`src/rtl/six_channel_clock_divider_mixer_defines.svh`:
```
// Assertion macros shared by the clock divider mixer RTL.
// Included by the modules that carry concurrent assertions; needs nothing else.
`ifndef SIX_CHANNEL_CLOCK_DIVIDER_MIXER_DEFINES_SVH
`define SIX_CHANNEL_CLOCK_DIVIDER_MIXER_DEFINES_SVH

// General form: explicit clock and active-low reset.
`define SCDM_ASSERT(label, clk, rst_n, prop, msg) \
  label: assert property (@(posedge clk) disable iff (!rst_n) (prop)) else $error(msg);

// Short form for modules that use the house clock and reset names.
`define SCDM_ASSERT_STD(label, prop, msg) \
  `SCDM_ASSERT(label, clk_i, rst_ni, prop, msg)

`endif

```
`src/rtl/scdm_pkg.sv`:
```
// Package of the six channel clock divider mixer: widths, constants, types and helpers.
// Used by the interfaces and by every module of the block; depends on nothing.
package scdm_pkg;

  localparam int NumChannels = 6;
  localparam int DivFields   = 6;
  localparam int DivW        = 5;
  localparam int StepW       = 20;
  localparam int DigitW      = 4;
  localparam int NumDigits   = StepW / DigitW;
  localparam int RemW        = 4;
  localparam int InMvW       = 15;
  localparam int OffsetW     = 11;
  localparam int MixW        = 14;
  localparam int GateW       = 6;
  localparam int CfgIdxW     = 3;
  localparam int CfgDataW    = 30;

  typedef logic signed [InMvW-1:0]   in_mv_t;
  typedef logic signed [OffsetW-1:0] offset_t;
  typedef logic signed [MixW-1:0]    mix_t;
  typedef logic [GateW-1:0]          gate_t;
  typedef logic [CfgIdxW-1:0]        cfg_idx_t;
  typedef logic [CfgDataW-1:0]       cfg_data_t;
  typedef logic [StepW-1:0]          step_t;
  typedef logic [DivW-1:0]           div_t;
  typedef logic [RemW-1:0]           rem_t;

  localparam step_t     StepWrap     = 20'd720720;
  localparam step_t     StepOne      = 20'd1;
  localparam in_mv_t    ClockHighMv  = 15'sd3000;
  localparam in_mv_t    ResetLowMv   = 15'sd100;
  localparam in_mv_t    ResetHighMv  = 15'sd1000;
  localparam cfg_data_t DivisorReset = 30'd545427554;
  localparam div_t      DivMin       = 5'd2;
  localparam div_t      DivMax       = 5'd16;

  // Configuration register indexes.
  typedef enum logic [CfgIdxW-1:0] {
    CfgDivisorSet = 3'd0,
    CfgOffsetOne  = 3'd1,
    CfgOffsetTwo  = 3'd2,
    CfgOffsetThree = 3'd3,
    CfgOffsetFour = 3'd4,
    CfgOffsetFive = 3'd5,
    CfgOffsetSix  = 3'd6
  } cfg_reg_e;

  // Commands from the controller to the datapath.
  typedef struct packed {
    logic start;
    logic rem_step;
    logic load_out;
  } dp_cmd_t;

  // Status from the datapath to the controller.
  typedef struct packed {
    logic last_digit;
  } dp_status_t;

  // Divisor fields outside 2..16 are pulled to the nearest bound.
  function automatic div_t clamp_div(div_t field);
    div_t res;
    res = field;
    if (field < DivMin) begin
      res = DivMin;
    end else if (field > DivMax) begin
      res = DivMax;
    end
    return res;
  endfunction

endpackage

```
`src/rtl/scdm_if.sv`:
```
// Handshake interfaces of the clock divider mixer: tick input, result output, config write.
// Depends on scdm_pkg for the payload types.
interface scdm_in_if;
  import scdm_pkg::*;
  logic   valid;
  logic   ready;
  in_mv_t clock_mv;
  in_mv_t reset_mv;
  modport source (output valid, output clock_mv, output reset_mv, input ready);
  modport sink (input valid, input clock_mv, input reset_mv, output ready);
endinterface

interface scdm_out_if;
  import scdm_pkg::*;
  logic  valid;
  logic  ready;
  mix_t  mix_mv;
  gate_t gate_bits;
  modport source (output valid, output mix_mv, output gate_bits, input ready);
  modport sink (input valid, input mix_mv, input gate_bits, output ready);
endinterface

interface scdm_cfg_if;
  import scdm_pkg::*;
  logic      valid;
  logic      ready;
  cfg_idx_t  index;
  cfg_data_t data;
  modport source (output valid, output index, output data, input ready);
  modport sink (input valid, input index, input data, output ready);
endinterface

```
`src/rtl/scdm_datapath.sv`:
```
// Datapath of the clock divider mixer: config registers, step counter, channel lanes, output.
// Depends on scdm_pkg and the assertion macros header.
`include "six_channel_clock_divider_mixer_defines.svh"

module scdm_datapath #(
  parameter int CHANNELS = scdm_pkg::NumChannels
) (
  input  logic                 clk_i,
  input  logic                 rst_ni,
  input  scdm_pkg::dp_cmd_t    cmd_i,
  output scdm_pkg::dp_status_t status_o,
  input  scdm_pkg::in_mv_t     clock_mv_i,
  input  scdm_pkg::in_mv_t     reset_mv_i,
  input  logic                 cfg_valid_i,
  input  scdm_pkg::cfg_idx_t   cfg_index_i,
  input  scdm_pkg::cfg_data_t  cfg_data_i,
  output scdm_pkg::mix_t       mix_mv_o,
  output scdm_pkg::gate_t      gate_bits_o
);
  import scdm_pkg::*;

  localparam int DigCntW = $clog2(NumDigits);

  cfg_data_t            divisor_set_q;
  offset_t              offset_q [DivFields];
  cfg_idx_t             off_idx;
  step_t                step_q, step_d, step_inc;
  logic                 clk_was_q, trig_q, trig_d;
  logic                 clk_high, reset_edge;
  step_t                shift_q;
  logic [DigCntW-1:0]   digit_q;
  div_t                 div_lane  [CHANNELS];
  rem_t                 rem_q     [CHANNELS];
  rem_t                 rem_d     [CHANNELS];
  offset_t              lane_off  [CHANNELS];
  logic [CHANNELS-1:0]  lane_gate;
  mix_t                 mix_sum, mix_q;
  gate_t                gate_next, gate_q;

  // Configuration writes; indexes beyond the list are dropped.
  assign off_idx = cfg_idx_t'(cfg_index_i - cfg_idx_t'(CfgOffsetOne));

  always_ff @(posedge clk_i or negedge rst_ni) begin
    if (!rst_ni) begin
      divisor_set_q <= DivisorReset;
      for (int i = 0; i < DivFields; i++) begin
        offset_q[i] <= '0;
      end
    end else if (cfg_valid_i) begin
      unique case (cfg_index_i) inside
        CfgDivisorSet: begin
          divisor_set_q <= cfg_data_i;
        end
        [CfgOffsetOne:CfgOffsetSix]: begin
          offset_q[off_idx] <= offset_t'(cfg_data_i[OffsetW-1:0]);
        end
        default: begin
        end
      endcase
    end
  end

  // Schmitt trigger on the reset voltage; its rising edge clears the counter.
  always_comb begin
    trig_d     = trig_q;
    reset_edge = 1'b0;
    if (trig_q) begin
      if (reset_mv_i <= ResetLowMv) begin
        trig_d = 1'b0;
      end
    end else if (reset_mv_i >= ResetHighMv) begin
      trig_d     = 1'b1;
      reset_edge = 1'b1;
    end
  end

  // Clock edge detection and the wrapping step counter.
  assign clk_high = clock_mv_i > ClockHighMv;
  assign step_inc = step_q + StepOne;

  always_comb begin
    step_d = step_q;
    if (reset_edge) begin
      step_d = '0;
    end else if (clk_high && !clk_was_q) begin
      step_d = (step_inc > StepWrap) ? StepOne : step_inc;
    end
  end

  always_ff @(posedge clk_i or negedge rst_ni) begin
    if (!rst_ni) begin
      step_q    <= '0;
      clk_was_q <= 1'b0;
      trig_q    <= 1'b0;
    end else if (cmd_i.start) begin
      step_q    <= step_d;
      clk_was_q <= clk_high;
      trig_q    <= trig_d;
    end
  end

  // The new count is fed to the lanes one digit at a time, most significant first.
  always_ff @(posedge clk_i) begin
    if (cmd_i.start) begin
      shift_q <= step_d;
    end else if (cmd_i.rem_step) begin
      shift_q <= shift_q << DigitW;
    end
  end

  always_ff @(posedge clk_i or negedge rst_ni) begin
    if (!rst_ni) begin
      digit_q <= '0;
    end else if (cmd_i.start) begin
      digit_q <= '0;
    end else if (cmd_i.rem_step) begin
      digit_q <= status_o.last_digit ? '0 : digit_q + 1'b1;
    end
  end

  assign status_o.last_digit = digit_q == DigCntW'(NumDigits - 1);

  // One remainder lane per channel: four restoring steps per cycle.
  for (genvar g = 0; g < CHANNELS; g++) begin : g_lane
    rem_t          acc;
    logic [RemW:0] trial;

    if (g < DivFields) begin : g_field
      assign div_lane[g] = clamp_div(divisor_set_q[g*DivW +: DivW]);
      assign lane_off[g] = offset_q[g];
    end else begin : g_nofield
      assign div_lane[g] = DivMin;
      assign lane_off[g] = '0;
    end

    always_comb begin
      acc   = rem_q[g];
      trial = '0;
      for (int b = DigitW - 1; b >= 0; b--) begin
        trial = {acc, shift_q[StepW-DigitW+b]};
        if (trial >= (RemW+1)'(div_lane[g])) begin
          trial = trial - (RemW+1)'(div_lane[g]);
        end
        acc = trial[RemW-1:0];
      end
      rem_d[g] = acc;
    end

    always_ff @(posedge clk_i) begin
      if (cmd_i.start) begin
        rem_q[g] <= '0;
      end else if (cmd_i.rem_step) begin
        rem_q[g] <= rem_d[g];
      end
    end

    // High half of the period: twice the remainder below the divisor.
    assign lane_gate[g] = {rem_q[g], 1'b0} < (RemW+1)'(div_lane[g]);
  end

  // Gate bits exist only for the channels that have a field.
  for (genvar g = 0; g < GateW; g++) begin : g_gate
    if (g < CHANNELS) begin : g_used
      assign gate_next[g] = lane_gate[g];
    end else begin : g_unused
      assign gate_next[g] = 1'b0;
    end
  end

  // Sum of the offsets of the channels that are high.
  always_comb begin
    mix_sum = '0;
    for (int i = 0; i < CHANNELS; i++) begin
      if (lane_gate[i]) begin
        mix_sum = mix_sum + mix_t'(lane_off[i]);
      end
    end
  end

  always_ff @(posedge clk_i) begin
    if (cmd_i.load_out) begin
      mix_q  <= mix_sum;
      gate_q <= gate_next;
    end
  end

  assign mix_mv_o    = mix_q;
  assign gate_bits_o = gate_q;

  `SCDM_ASSERT_STD(a_step_below_wrap, step_q <= StepWrap, "step count beyond wrap point")

endmodule

```
`src/rtl/scdm_ctrl.sv`:
```
// Controller of the clock divider mixer: item handshakes and sequencing of the datapath.
// Depends on scdm_pkg and the assertion macros header.
`include "six_channel_clock_divider_mixer_defines.svh"

module scdm_ctrl (
  input  logic                 clk_i,
  input  logic                 rst_ni,
  input  logic                 in_valid_i,
  output logic                 in_ready_o,
  output logic                 out_valid_o,
  input  logic                 out_ready_i,
  output scdm_pkg::dp_cmd_t    cmd_o,
  input  scdm_pkg::dp_status_t status_i
);
  import scdm_pkg::*;

  localparam logic [1:0] StIdle   = 2'd0;
  localparam logic [1:0] StDigits = 2'd1;
  localparam logic [1:0] StDone   = 2'd2;

  logic [1:0] state_q, state_d;
  logic       out_valid_q, out_valid_d;

  // Next state, datapath commands and output valid.
  always_comb begin
    state_d     = state_q;
    out_valid_d = out_valid_q;
    cmd_o       = '0;
    if (out_valid_q && out_ready_i) begin
      out_valid_d = 1'b0;
    end
    unique case (state_q)
      StIdle: begin
        if (in_valid_i) begin
          cmd_o.start = 1'b1;
          state_d     = StDigits;
        end
      end
      StDigits: begin
        cmd_o.rem_step = 1'b1;
        if (status_i.last_digit) begin
          state_d = StDone;
        end
      end
      StDone: begin
        // Wait until the output register is free or being emptied.
        if (!out_valid_q || out_ready_i) begin
          cmd_o.load_out = 1'b1;
          out_valid_d    = 1'b1;
          state_d        = StIdle;
        end
      end
      default: begin
        state_d = StIdle;
      end
    endcase
  end

  always_ff @(posedge clk_i or negedge rst_ni) begin
    if (!rst_ni) begin
      state_q     <= StIdle;
      out_valid_q <= 1'b0;
    end else begin
      state_q     <= state_d;
      out_valid_q <= out_valid_d;
    end
  end

  assign in_ready_o  = state_q == StIdle;
  assign out_valid_o = out_valid_q;

  `SCDM_ASSERT_STD(a_accept_starts_digits, (in_valid_i && in_ready_o) |=> state_q == StDigits, "accepted item did not start the digit pass")
  `SCDM_ASSERT_STD(a_digits_then_done, (state_q == StDigits && status_i.last_digit) |=> state_q == StDone, "digit pass did not finish")
  `SCDM_ASSERT_STD(a_result_from_done, $rose(out_valid_q) |-> $past(state_q) == StDone, "result shown outside the done step")
  `SCDM_ASSERT_STD(a_stall_holds, (state_q == StDone && out_valid_q && !out_ready_i) |=> (state_q == StDone && out_valid_q), "pending result overwritten")

endmodule

```
`src/rtl/six_channel_clock_divider_mixer.sv`:
```
// Six channel clock divider with offset mixer, top level.
// Depends on scdm_pkg, the interfaces in scdm_if.sv, scdm_ctrl and scdm_datapath.
//
// Each input item is one sample tick and yields exactly one result item. The
// accepting edge updates the reset trigger, the clock history and the step
// counter; then every channel lane reduces the 20-bit count modulo its divisor
// four bits at a time, most significant digit first; and a final step, once the
// output register is free or being emptied, loads the gate bits and the offset
// sum into the output register. The next item is taken as soon as the previous
// one has reached the output register; a result that the sink has not taken
// holds back only the loading of the next one.
// Configuration writes are always taken and should be made while the block is idle.

module six_channel_clock_divider_mixer #(
  parameter int CHANNELS = scdm_pkg::NumChannels
) (
  input logic       clk_i,
  input logic       rst_ni,
  scdm_in_if.sink   in_i,
  scdm_out_if.source out_o,
  scdm_cfg_if.sink  cfg_i
);
  import scdm_pkg::*;

  dp_cmd_t    dp_cmd;
  dp_status_t dp_status;

  // Configuration registers accept a write in every cycle.
  assign cfg_i.ready = 1'b1;

  scdm_ctrl u_ctrl (
    .clk_i       (clk_i),
    .rst_ni      (rst_ni),
    .in_valid_i  (in_i.valid),
    .in_ready_o  (in_i.ready),
    .out_valid_o (out_o.valid),
    .out_ready_i (out_o.ready),
    .cmd_o       (dp_cmd),
    .status_i    (dp_status)
  );

  scdm_datapath #(
    .CHANNELS (CHANNELS)
  ) u_datapath (
    .clk_i       (clk_i),
    .rst_ni      (rst_ni),
    .cmd_i       (dp_cmd),
    .status_o    (dp_status),
    .clock_mv_i  (in_i.clock_mv),
    .reset_mv_i  (in_i.reset_mv),
    .cfg_valid_i (cfg_i.valid),
    .cfg_index_i (cfg_i.index),
    .cfg_data_i  (cfg_i.data),
    .mix_mv_o    (out_o.mix_mv),
    .gate_bits_o (out_o.gate_bits)
  );

endmodule

```
`src/flat_wrapper.sv`:
```
// flat-port wrapper written by rule: the top's interface ports become plain ports
module six_channel_clock_divider_mixer_flat import scdm_pkg::*;
#(
  parameter int CHANNELS = scdm_pkg::NumChannels
)
  (clk_i, rst_ni, in_i_valid, in_i_clock_mv, in_i_reset_mv, in_i_ready, out_o_valid, out_o_mix_mv, out_o_gate_bits, out_o_ready, cfg_i_valid, cfg_i_index, cfg_i_data, cfg_i_ready);
  scdm_in_if in_i_i ();
  scdm_out_if out_o_i ();
  scdm_cfg_if cfg_i_i ();
  input logic clk_i;
  input logic rst_ni;
  input wire logic [$bits(in_i_i.valid)-1:0] in_i_valid;
  input wire logic [$bits(in_i_i.clock_mv)-1:0] in_i_clock_mv;
  input wire logic [$bits(in_i_i.reset_mv)-1:0] in_i_reset_mv;
  output wire logic [$bits(in_i_i.ready)-1:0] in_i_ready;
  output wire logic [$bits(out_o_i.valid)-1:0] out_o_valid;
  output wire logic [$bits(out_o_i.mix_mv)-1:0] out_o_mix_mv;
  output wire logic [$bits(out_o_i.gate_bits)-1:0] out_o_gate_bits;
  input wire logic [$bits(out_o_i.ready)-1:0] out_o_ready;
  input wire logic [$bits(cfg_i_i.valid)-1:0] cfg_i_valid;
  input wire logic [$bits(cfg_i_i.index)-1:0] cfg_i_index;
  input wire logic [$bits(cfg_i_i.data)-1:0] cfg_i_data;
  output wire logic [$bits(cfg_i_i.ready)-1:0] cfg_i_ready;
  assign in_i_i.valid = in_i_valid;
  assign in_i_i.clock_mv = in_i_clock_mv;
  assign in_i_i.reset_mv = in_i_reset_mv;
  assign in_i_ready = in_i_i.ready;
  assign out_o_valid = out_o_i.valid;
  assign out_o_mix_mv = out_o_i.mix_mv;
  assign out_o_gate_bits = out_o_i.gate_bits;
  assign out_o_i.ready = out_o_ready;
  assign cfg_i_i.valid = cfg_i_valid;
  assign cfg_i_i.index = cfg_i_index;
  assign cfg_i_i.data = cfg_i_data;
  assign cfg_i_ready = cfg_i_i.ready;
  six_channel_clock_divider_mixer #(.CHANNELS(CHANNELS)) u_core (.clk_i(clk_i), .rst_ni(rst_ni), .in_i(in_i_i), .out_o(out_o_i), .cfg_i(cfg_i_i));
endmodule
```
`config.mk`:
```
export PLATFORM = sky130hd
export DESIGN_NAME = six_channel_clock_divider_mixer_flat
export DESIGN_NICKNAME = d
export VERILOG_FILES = /design/src/rtl/scdm_pkg.sv /design/src/rtl/scdm_if.sv /design/src/rtl/scdm_datapath.sv /design/src/rtl/scdm_ctrl.sv /design/src/rtl/six_channel_clock_divider_mixer.sv /design/src/flat_wrapper.sv
export VERILOG_INCLUDE_DIRS = /design/src /design/src/rtl
export SDC_FILE = /design/constraint.sdc
export NUM_CORES = 1
export LEC_CHECK = 0
export BUFFER_PORTS_ARGS = -buffer_cell sky130_fd_sc_hd__buf_2
export CAP_MARGIN = 20
export CORE_MARGIN = 1.5
export CORE_UTILIZATION = 45
export DETAILED_ROUTE_END_ITERATION = 8
export PLACE_DENSITY = 0.72
export SLEW_MARGIN = 10
export SYNTH_ARGS = -nofsm -noshare
export SYNTH_HDL_FRONTEND = slang
export SYNTH_SLANG_ARGS = --single-unit
```
`constraint.sdc`:
```
create_clock -name clk_i -period 11.1 [get_ports clk_i]
set_input_delay 1.11 -clock clk_i [delete_from_list [all_inputs] [get_ports clk_i]]
set_output_delay 1.11 -clock clk_i [all_outputs]
set_load 0.02 [all_outputs]
```
Yosys cells after proc, flatten, opt, wreduce, memory -nomap -nowiden
Memories as Yosys holds them, arrays and structs flattened.
Cells that the tools add are included.
- equality and inequality tests: 6
- reduce and logical (&&, ||, !) cells: 13
- $lt $le $gt $ge: 50
- mux-type cells: 80
- bitwise gates (word level): 7
- add/sub/neg operators: 32
- operators with widths (cell ; number):
    greater-or-equal comparator 5 bit ; 24
    2-to-1 mux 4 bit ; 30
    2-to-1 mux 20 bit ; 5
    subtractor 4 bit ; 24
    2-to-1 mux 14 bit ; 6
    adder 14 x 11 -> 14 bit ; 5
    bitwise mux 66 bit ; 1
    2-to-1 mux 5 bit ; 12
    demux 11 bit (select 3 bit) ; 1
    > comparator 5 bit (second input constant) ; 6
    < comparator 5 x 2 -> 1 bit (second input constant) ; 6
    < comparator 5 bit ; 6
    adder 20 x 1 -> 20 bit (second input constant) ; 1
    > comparator 20 bit (second input constant) ; 1
    2-to-1 mux 1 bit ; 17
    greater-or-equal comparator 15 x 11 -> 1 bit (second input constant) ; 1
    > comparator 15 x 13 -> 1 bit (second input constant) ; 1
    <= comparator 15 x 8 -> 1 bit (second input constant) ; 1
    2-to-1 mux 11 bit ; 1
    2-to-1 mux 3 bit ; 3
    2-to-1 mux 2 bit ; 3
    != test 2 bit (second input constant) ; 3
    OR 1 bit ; 6
    case mux 2 bit (3 select lines) ; 1
    other kinds (18) ; 23
- bits in writable memories: 24
- bits in registers: 164
- memories kept: 1
- logic and storage cells: 205
- memories (name ; depth ; bits a word ; rd ports ; clocked after memory_dff ; wr ports ; line ; text):
    u_core.u_datapath.rem_q ; 6 ; 4 ; 6 ; 0 ; 6 ; scdm_datapath.sv:33 ; rem_t rem_q [CHANNELS];

Logic depth before layout (Yosys ltp)
- depth after elaboration: 15
- mapped depth: 48
- gate-level depth less buffers: 48

Cells and area by module
From an unflattened synthesis, not the netlist that was laid out.
- cells, all modules: 1719
- area total of the unflattened synthesis: 16618.4 um2
- modules (own cells, without submodules) (module ; instances ; cells an instance ; seq. area each (um2) ; area each (um2)):
    scdm_datapath ; 1 ; 1703 ; 4959.8 ; 16448.3
    scdm_ctrl ; 1 ; 14 ; 75.1 ; 158.9
    six_channel_clock_divider_mixer ; 1 ; 2 ; 0.0 ; 11.3

Worst setup path before layout
Ideal clock, no wire load.
- kind: register to register
- from: reg u_core.u_datapath.divisor_set_q[3]
- to: reg u_core.u_datapath.mix_q[13] (netlist: u_core.u_datapath.mix_mv_o[13]), data pin
- buffers on the path: 0
- cell stages (with the launch flop): 48
- required time: 10842 ps
- setup slack: 2165 ps
- arrival: 8677 ps
- cells stage by stage: dfrtp_1 nor2_1 o21ai_0 ha_1 nand4_1 o221a_2 and2_1 ha_1 inv_1 fa_1 nor2b_1 o21ai_0 a21boi_0 o21a_1 o21ai_0 nor3b_1 a21o_1 ha_1 [... 12 more ...] inv_1 ha_1 nand3_1 nand2_1 a41o_1 nor2_1 xnor2_1 mux2_2 ha_1 and3_1 a21oi_1 o211ai_1 a21oi_1 o21ai_1 xor2_1 nand2_1 xnor3_1 xnor2_1
- cells in the longest elaborated chain, start to end: 15
- elaborated cells on any way between the ends: 16
- classes of those cells: add/sub (5); order compare (3); mux (8)
- RTL lines (element ; line ; text):
    start: declaration ; scdm_datapath.sv:24 ; cfg_data_t divisor_set_q;
    start signal: assignment ; scdm_datapath.sv:45 ; divisor_set_q <= DivisorReset;
    start signal: assignment ; scdm_datapath.sv:52 ; divisor_set_q <= cfg_data_i;
    > comparator 5 bit ; scdm_pkg.sv:67 ; end else if (field > DivMax) begin
    2-to-1 mux 5 bit ; scdm_pkg.sv:67 ;
    2-to-1 mux 5 bit (*) ; scdm_pkg.sv:65 ; if (field < DivMin) begin
    < comparator 5 bit (*) ; scdm_datapath.sv:158 ; assign lane_gate[g] = {rem_q[g], 1'b0} < (RemW+1)'(div_lane[g]);
    2-to-1 mux 14 bit (*) ; scdm_datapath.sv:174 ; if (lane_gate[i]) begin
    adder 14 x 11 -> 14 bit ; scdm_datapath.sv:175 ; mix_sum = mix_sum + mix_t'(lane_off[i]);
    2-to-1 mux 14 bit (*) ; scdm_datapath.sv:174 ;
    adder 14 x 11 -> 14 bit ; scdm_datapath.sv:175 ;
    2-to-1 mux 14 bit (*) ; scdm_datapath.sv:174 ;
    adder 14 x 11 -> 14 bit ; scdm_datapath.sv:175 ;
    2-to-1 mux 14 bit (*) ; scdm_datapath.sv:174 ;
    adder 14 x 11 -> 14 bit ; scdm_datapath.sv:175 ;
    2-to-1 mux 14 bit (*) ; scdm_datapath.sv:174 ;
    adder 14 x 11 -> 14 bit ; scdm_datapath.sv:175 ;
    2-to-1 mux 14 bit (*) ; scdm_datapath.sv:174 ;
    named net u_core.u_datapath.mix_sum[13] ; scdm_datapath.sv:37 ; mix_t mix_sum, mix_q;
    end signal: assignment ; scdm_datapath.sv:182 ; mix_q <= mix_sum;
    end: declaration ; scdm_datapath.sv:37 ;
Mark *: on every way through the listed nets, which the timed path passes. The rest lies on a longest branch.
A chain may end at the register's enable or synchronous reset.

Worst setup path after layout
- from: reg u_core.u_datapath.divisor_set_q[4]
- to: reg u_core.u_datapath.mix_q[13] (netlist: u_core.u_datapath.mix_mv_o[13]), data pin
The elaborated chain is that of the path after synthesis.

==> metrics.md <==
| Metric | Value |
|---|---|
| Share of the synthesized area in the top cell type | ~18% |
| R2r startpoint | u_core.u_datapath.divisor_set_q[4] |
| Die area | 37530 sq um |
| DRT antenna net count | 0 |
| First-pass GRT wire length | between 60000 and 70000 um |
| Main combinational cell family by area after synthesis | adder cells |
| Max-Cap Viols | 0 |
| Share of cells above drive strength 1 | between 10% and 20% |
| Setup violators final | 0 |
| Post-detail-place hpwl | 28520 um |
| Initial core utilization | around 46% |
| Global route overflow | 0 |
| Io pins | between 90 and 100 |
| Area Growth Syn to Fin | 9.372% |
| Synth Area in XOR/XNOR | 5.542% |
| Post-Synth Simple-Gate Area | around an eighth |
| Routed Wire Length | roughly 38000 um |
| Post-Synthesis Mean Instance Area | ~9.7 sq um |
| CP max stage delay | roughly 0.43 ns |
| Hold_buf cts | 0 |
| Mapped Cells | about 1700 |
| Adder-cell share of the synthesized area | a little under a fifth |
| IO buf count | between 80 and 90 |
| Post-synthesis sequential area ratio | between 30% and 40% |
| Final hold slack | ~0.51 ns |
| Met3 usage | 2.522% |
| # resized after CTS | 0 |
| Synth Warn # | 0 |
| Fmax | approximately 100 MHz |
| Crit end category | flop |
| EDFF count, synth | 64 |
| CTS Root Cell | clkbuf_16 |
| Initial antenna violation count | 0 |
| Post-synthesis compound-gate area fraction | roughly 17% |
| Cell accounting for the most synthesized area | dfrtp_1 |
| Core area | approximately 36000 sq um |
| Slew Limit Headroom | 37.44% |
| Met1 Resource Use GR | between 20% and 30% |
| GRT met2 Usage | a little over a third |
| DR vias/cell | between 5 and 6 |
| Clock buffer count from CTS | 17 |
| Kind of critical path | reg -> reg |
| Worst endpoint data arrival time | 10.16 ns |
| Final nets | approximately 2000 |
| CTS tree | yes |
| Worst-Margin Slew | approximately 0.93 ns |
| FFs w/ async S/R, synth | approximately 66% |
| Top Usage Layer GRT | met2 |
| DR DRC count | 0 |
| # rows | slightly below 70 |
| Worst setup SP type | flop |
| Die span in y | 193.7 um |
| Wirelength per Cell | about 17 um |
| Clk_lat worst skew | 0.45 ns |
| Fin crit share | between 80% and 90% |
| Clock Skews | 0.01497 ns |
| Post-synthesis cell type count | around 80 |
| DR vias | roughly 13000 |
| Post-DP Area | about 17000 sq um |
| Util after Layout | roughly 50% |
| Worst Setup SP | u_core.u_datapath.divisor_set_q[4] |
| Mapped cell area | 16370 sq um |
| CTS sink cnt | between 150 and 200 |
| Clk buf depth | 2 |
| Status | complete, no violations |
| Hold Vio Cnt, Final | 0 |
| Min Clock Period, post-route | 9.951 ns |
| Hold Crit Class | reg -> reg |
| Post-route cell area | around 18000 sq um |
| Vias in the first global route | 13142 |
| Overall routing resource usage | between 20 and 25% |
| Die width | ~190 um |
| # Post-CTS Setup Buffers | 0 |
| H-tree depth | 4 |
| Routability-driven placement congestion ratio | slightly above 0.9 |
| Seq cells post-synth | around 190 |
| Setup TNS | 0 ns |
| Final Max Slew Viols | 0 |
| Synth Flop Type | dfrtp_1 |
| Largest net degree at the start of global routing | 65 |
| Mapped Nets | 1978 |
| Top cells by area, synth | dfrtp_1 (18%), ha_1 (15%), edfxtp_1 (12%), mux2_2 (9.6%), xnor2_1 (4.4%) |
| Unrepaired setup endpoints after global routing | false |
| Min-delay src | u_core.u_datapath.lane_off[63] |
| Clk slew on worst S/H paths | approximately 0.08 ns |
| Mux cell area share after synthesis | 11.99% |
| Req. time, crit path | between 10 and 15 ns |
| Worst-path fanout max | 15 |
| Starting DRT DRC Count | around 700 |
| Critical-path top delay cell | fa_1 |
| First drt pass iteration count | 6 |
## layout by cell type (no fill, tap or decap), types with 25 or more instances in the layout
cell type    n
nor2_1     109
a21oi_1     85
dfrtp_1    116
ha_1       192
fa_1        29
o21ai_0     98
a21o_1      76
edfxtp_1    64
mux2_2     140
nand2b_1    25
nor3_1      37
buf_2       89
xnor2_1     82
nand2_1    133
inv_1       90
mux2i_1     34
nand3_1     32
## state kept, by name (all words and copies together) (netlist names)
signal,cells
u_core.u_datapath.trig_q,1
u_core.u_datapath.digit_q,3
u_core.u_datapath.rem_q,24
u_core.u_ctrl.out_valid_o,1
u_core.u_datapath.shift_q,20
u_core.u_datapath.mix_mv_o,14
u_core.u_datapath.step_q,20
u_core.u_ctrl.state_q,2
u_core.u_datapath.gate_bits_o,6
u_core.u_datapath.clk_was_q,1
u_core.u_datapath.lane_off,66
u_core.u_datapath.divisor_set_q,30
## kinds of logic (layout without fill, tap and decap cells)
group,after synthesis,after routing
AO/OA/AOI/OAI,416,416
buffers and inverters,146,228
XOR/XNOR,102,102
other,1,2
multiplexers,177,177
flip-flops,188,188
AND/OR/NAND/NOR,437,437
adder cells (fa/ha/maj),222,222
## metrics by stage
| stage | worst slack [ns] | instances |
|---|---|---|
| floorplan | 2.165 | 1689 |
| global placement | 1.216 | 2198 |
| detailed placement | 0.9897 | 2198 |
| CTS | 0.8706 | 2230 |
| global route | 0.3363 | 2232 |
| finish | 1.149 | 2233 |
## worst max-delay path, delay by kind of cell (launching register included)
family | cells | cell delay, ns
flops | 1 | 0.38
simple gates | 12 | 1.45
mux | 2 | 0.56
fa+ha+maj | 7 | 2.39
buf+inv | 3 | 0.33
xor+xnor | 6 | 0.95
compound gates | 18 | 3.63
## worst paths after layout
| kind | endpoint | slack, ns | cells after the start |
|---|---|---|---|
| hold / removal | u_core.u_datapath.lane_off[63] | 0.51 | 1 |
| setup reg to reg | u_core.u_datapath.mix_mv_o[13] | 1.15 | 48 |
| min in group asynchronous | u_core.u_datapath.lane_off[0] | 0.64 | 1 |
| setup / recovery | u_core.u_datapath.mix_mv_o[13] | 1.15 | 48 |
| max in group asynchronous | u_core.u_datapath.divisor_set_q[9] | 9.18 | 2 |
| hold reg to reg | u_core.u_datapath.lane_off[63] | 0.51 | 1 |
## routing by layer
layer | vias up | wire [um]
met3 | 57 | 1130
met5 | - | 0
met4 | 0 | 1007
met2 | 233 | 18390
li1 | 6287 | -
met1 | 6277 | 17180
## synthesized netlist by cell type, types with 10 or more instances
cell type / n
a211oi_1: 16
a21oi_1: 87
nand3b_1: 10
and2_1: 17
and3_1: 15
nand3_1: 32
dfrtp_1: 116
nand2_1: 134
mux2i_1: 34
xor2_1: 19
inv_1: 90
a21boi_0: 10
ha_1: 192
o21a_1: 19
nand2b_1: 25
o31ai_1: 10
nor2_1: 109
edfxtp_1: 64
o21ai_0: 98
a21o_1: 76
nor2b_1: 24
a31oi_1: 11
clkbuf_1: 37
fa_1: 29
a31o_2: 14
nor3_1: 37
mux2_2: 140
xnor2_1: 82
## cell type report
type / instances / area [sq um]
fill: 3194 / 17750
multi-input combinational: 1355 / 10760
sequential: 188 / 5035
tap: 461 / 576.8
timing repair buffer: 104 / 574.3
clock buffer: 20 / 489.2
inverter: 92 / 345.3
clock inverter: 12 / 120.1
antenna: 1 / 2.502
Power is left out: the tool's default activity adds up to more than one toggle a clock period on the data nets, which glitch-free logic cannot reach.
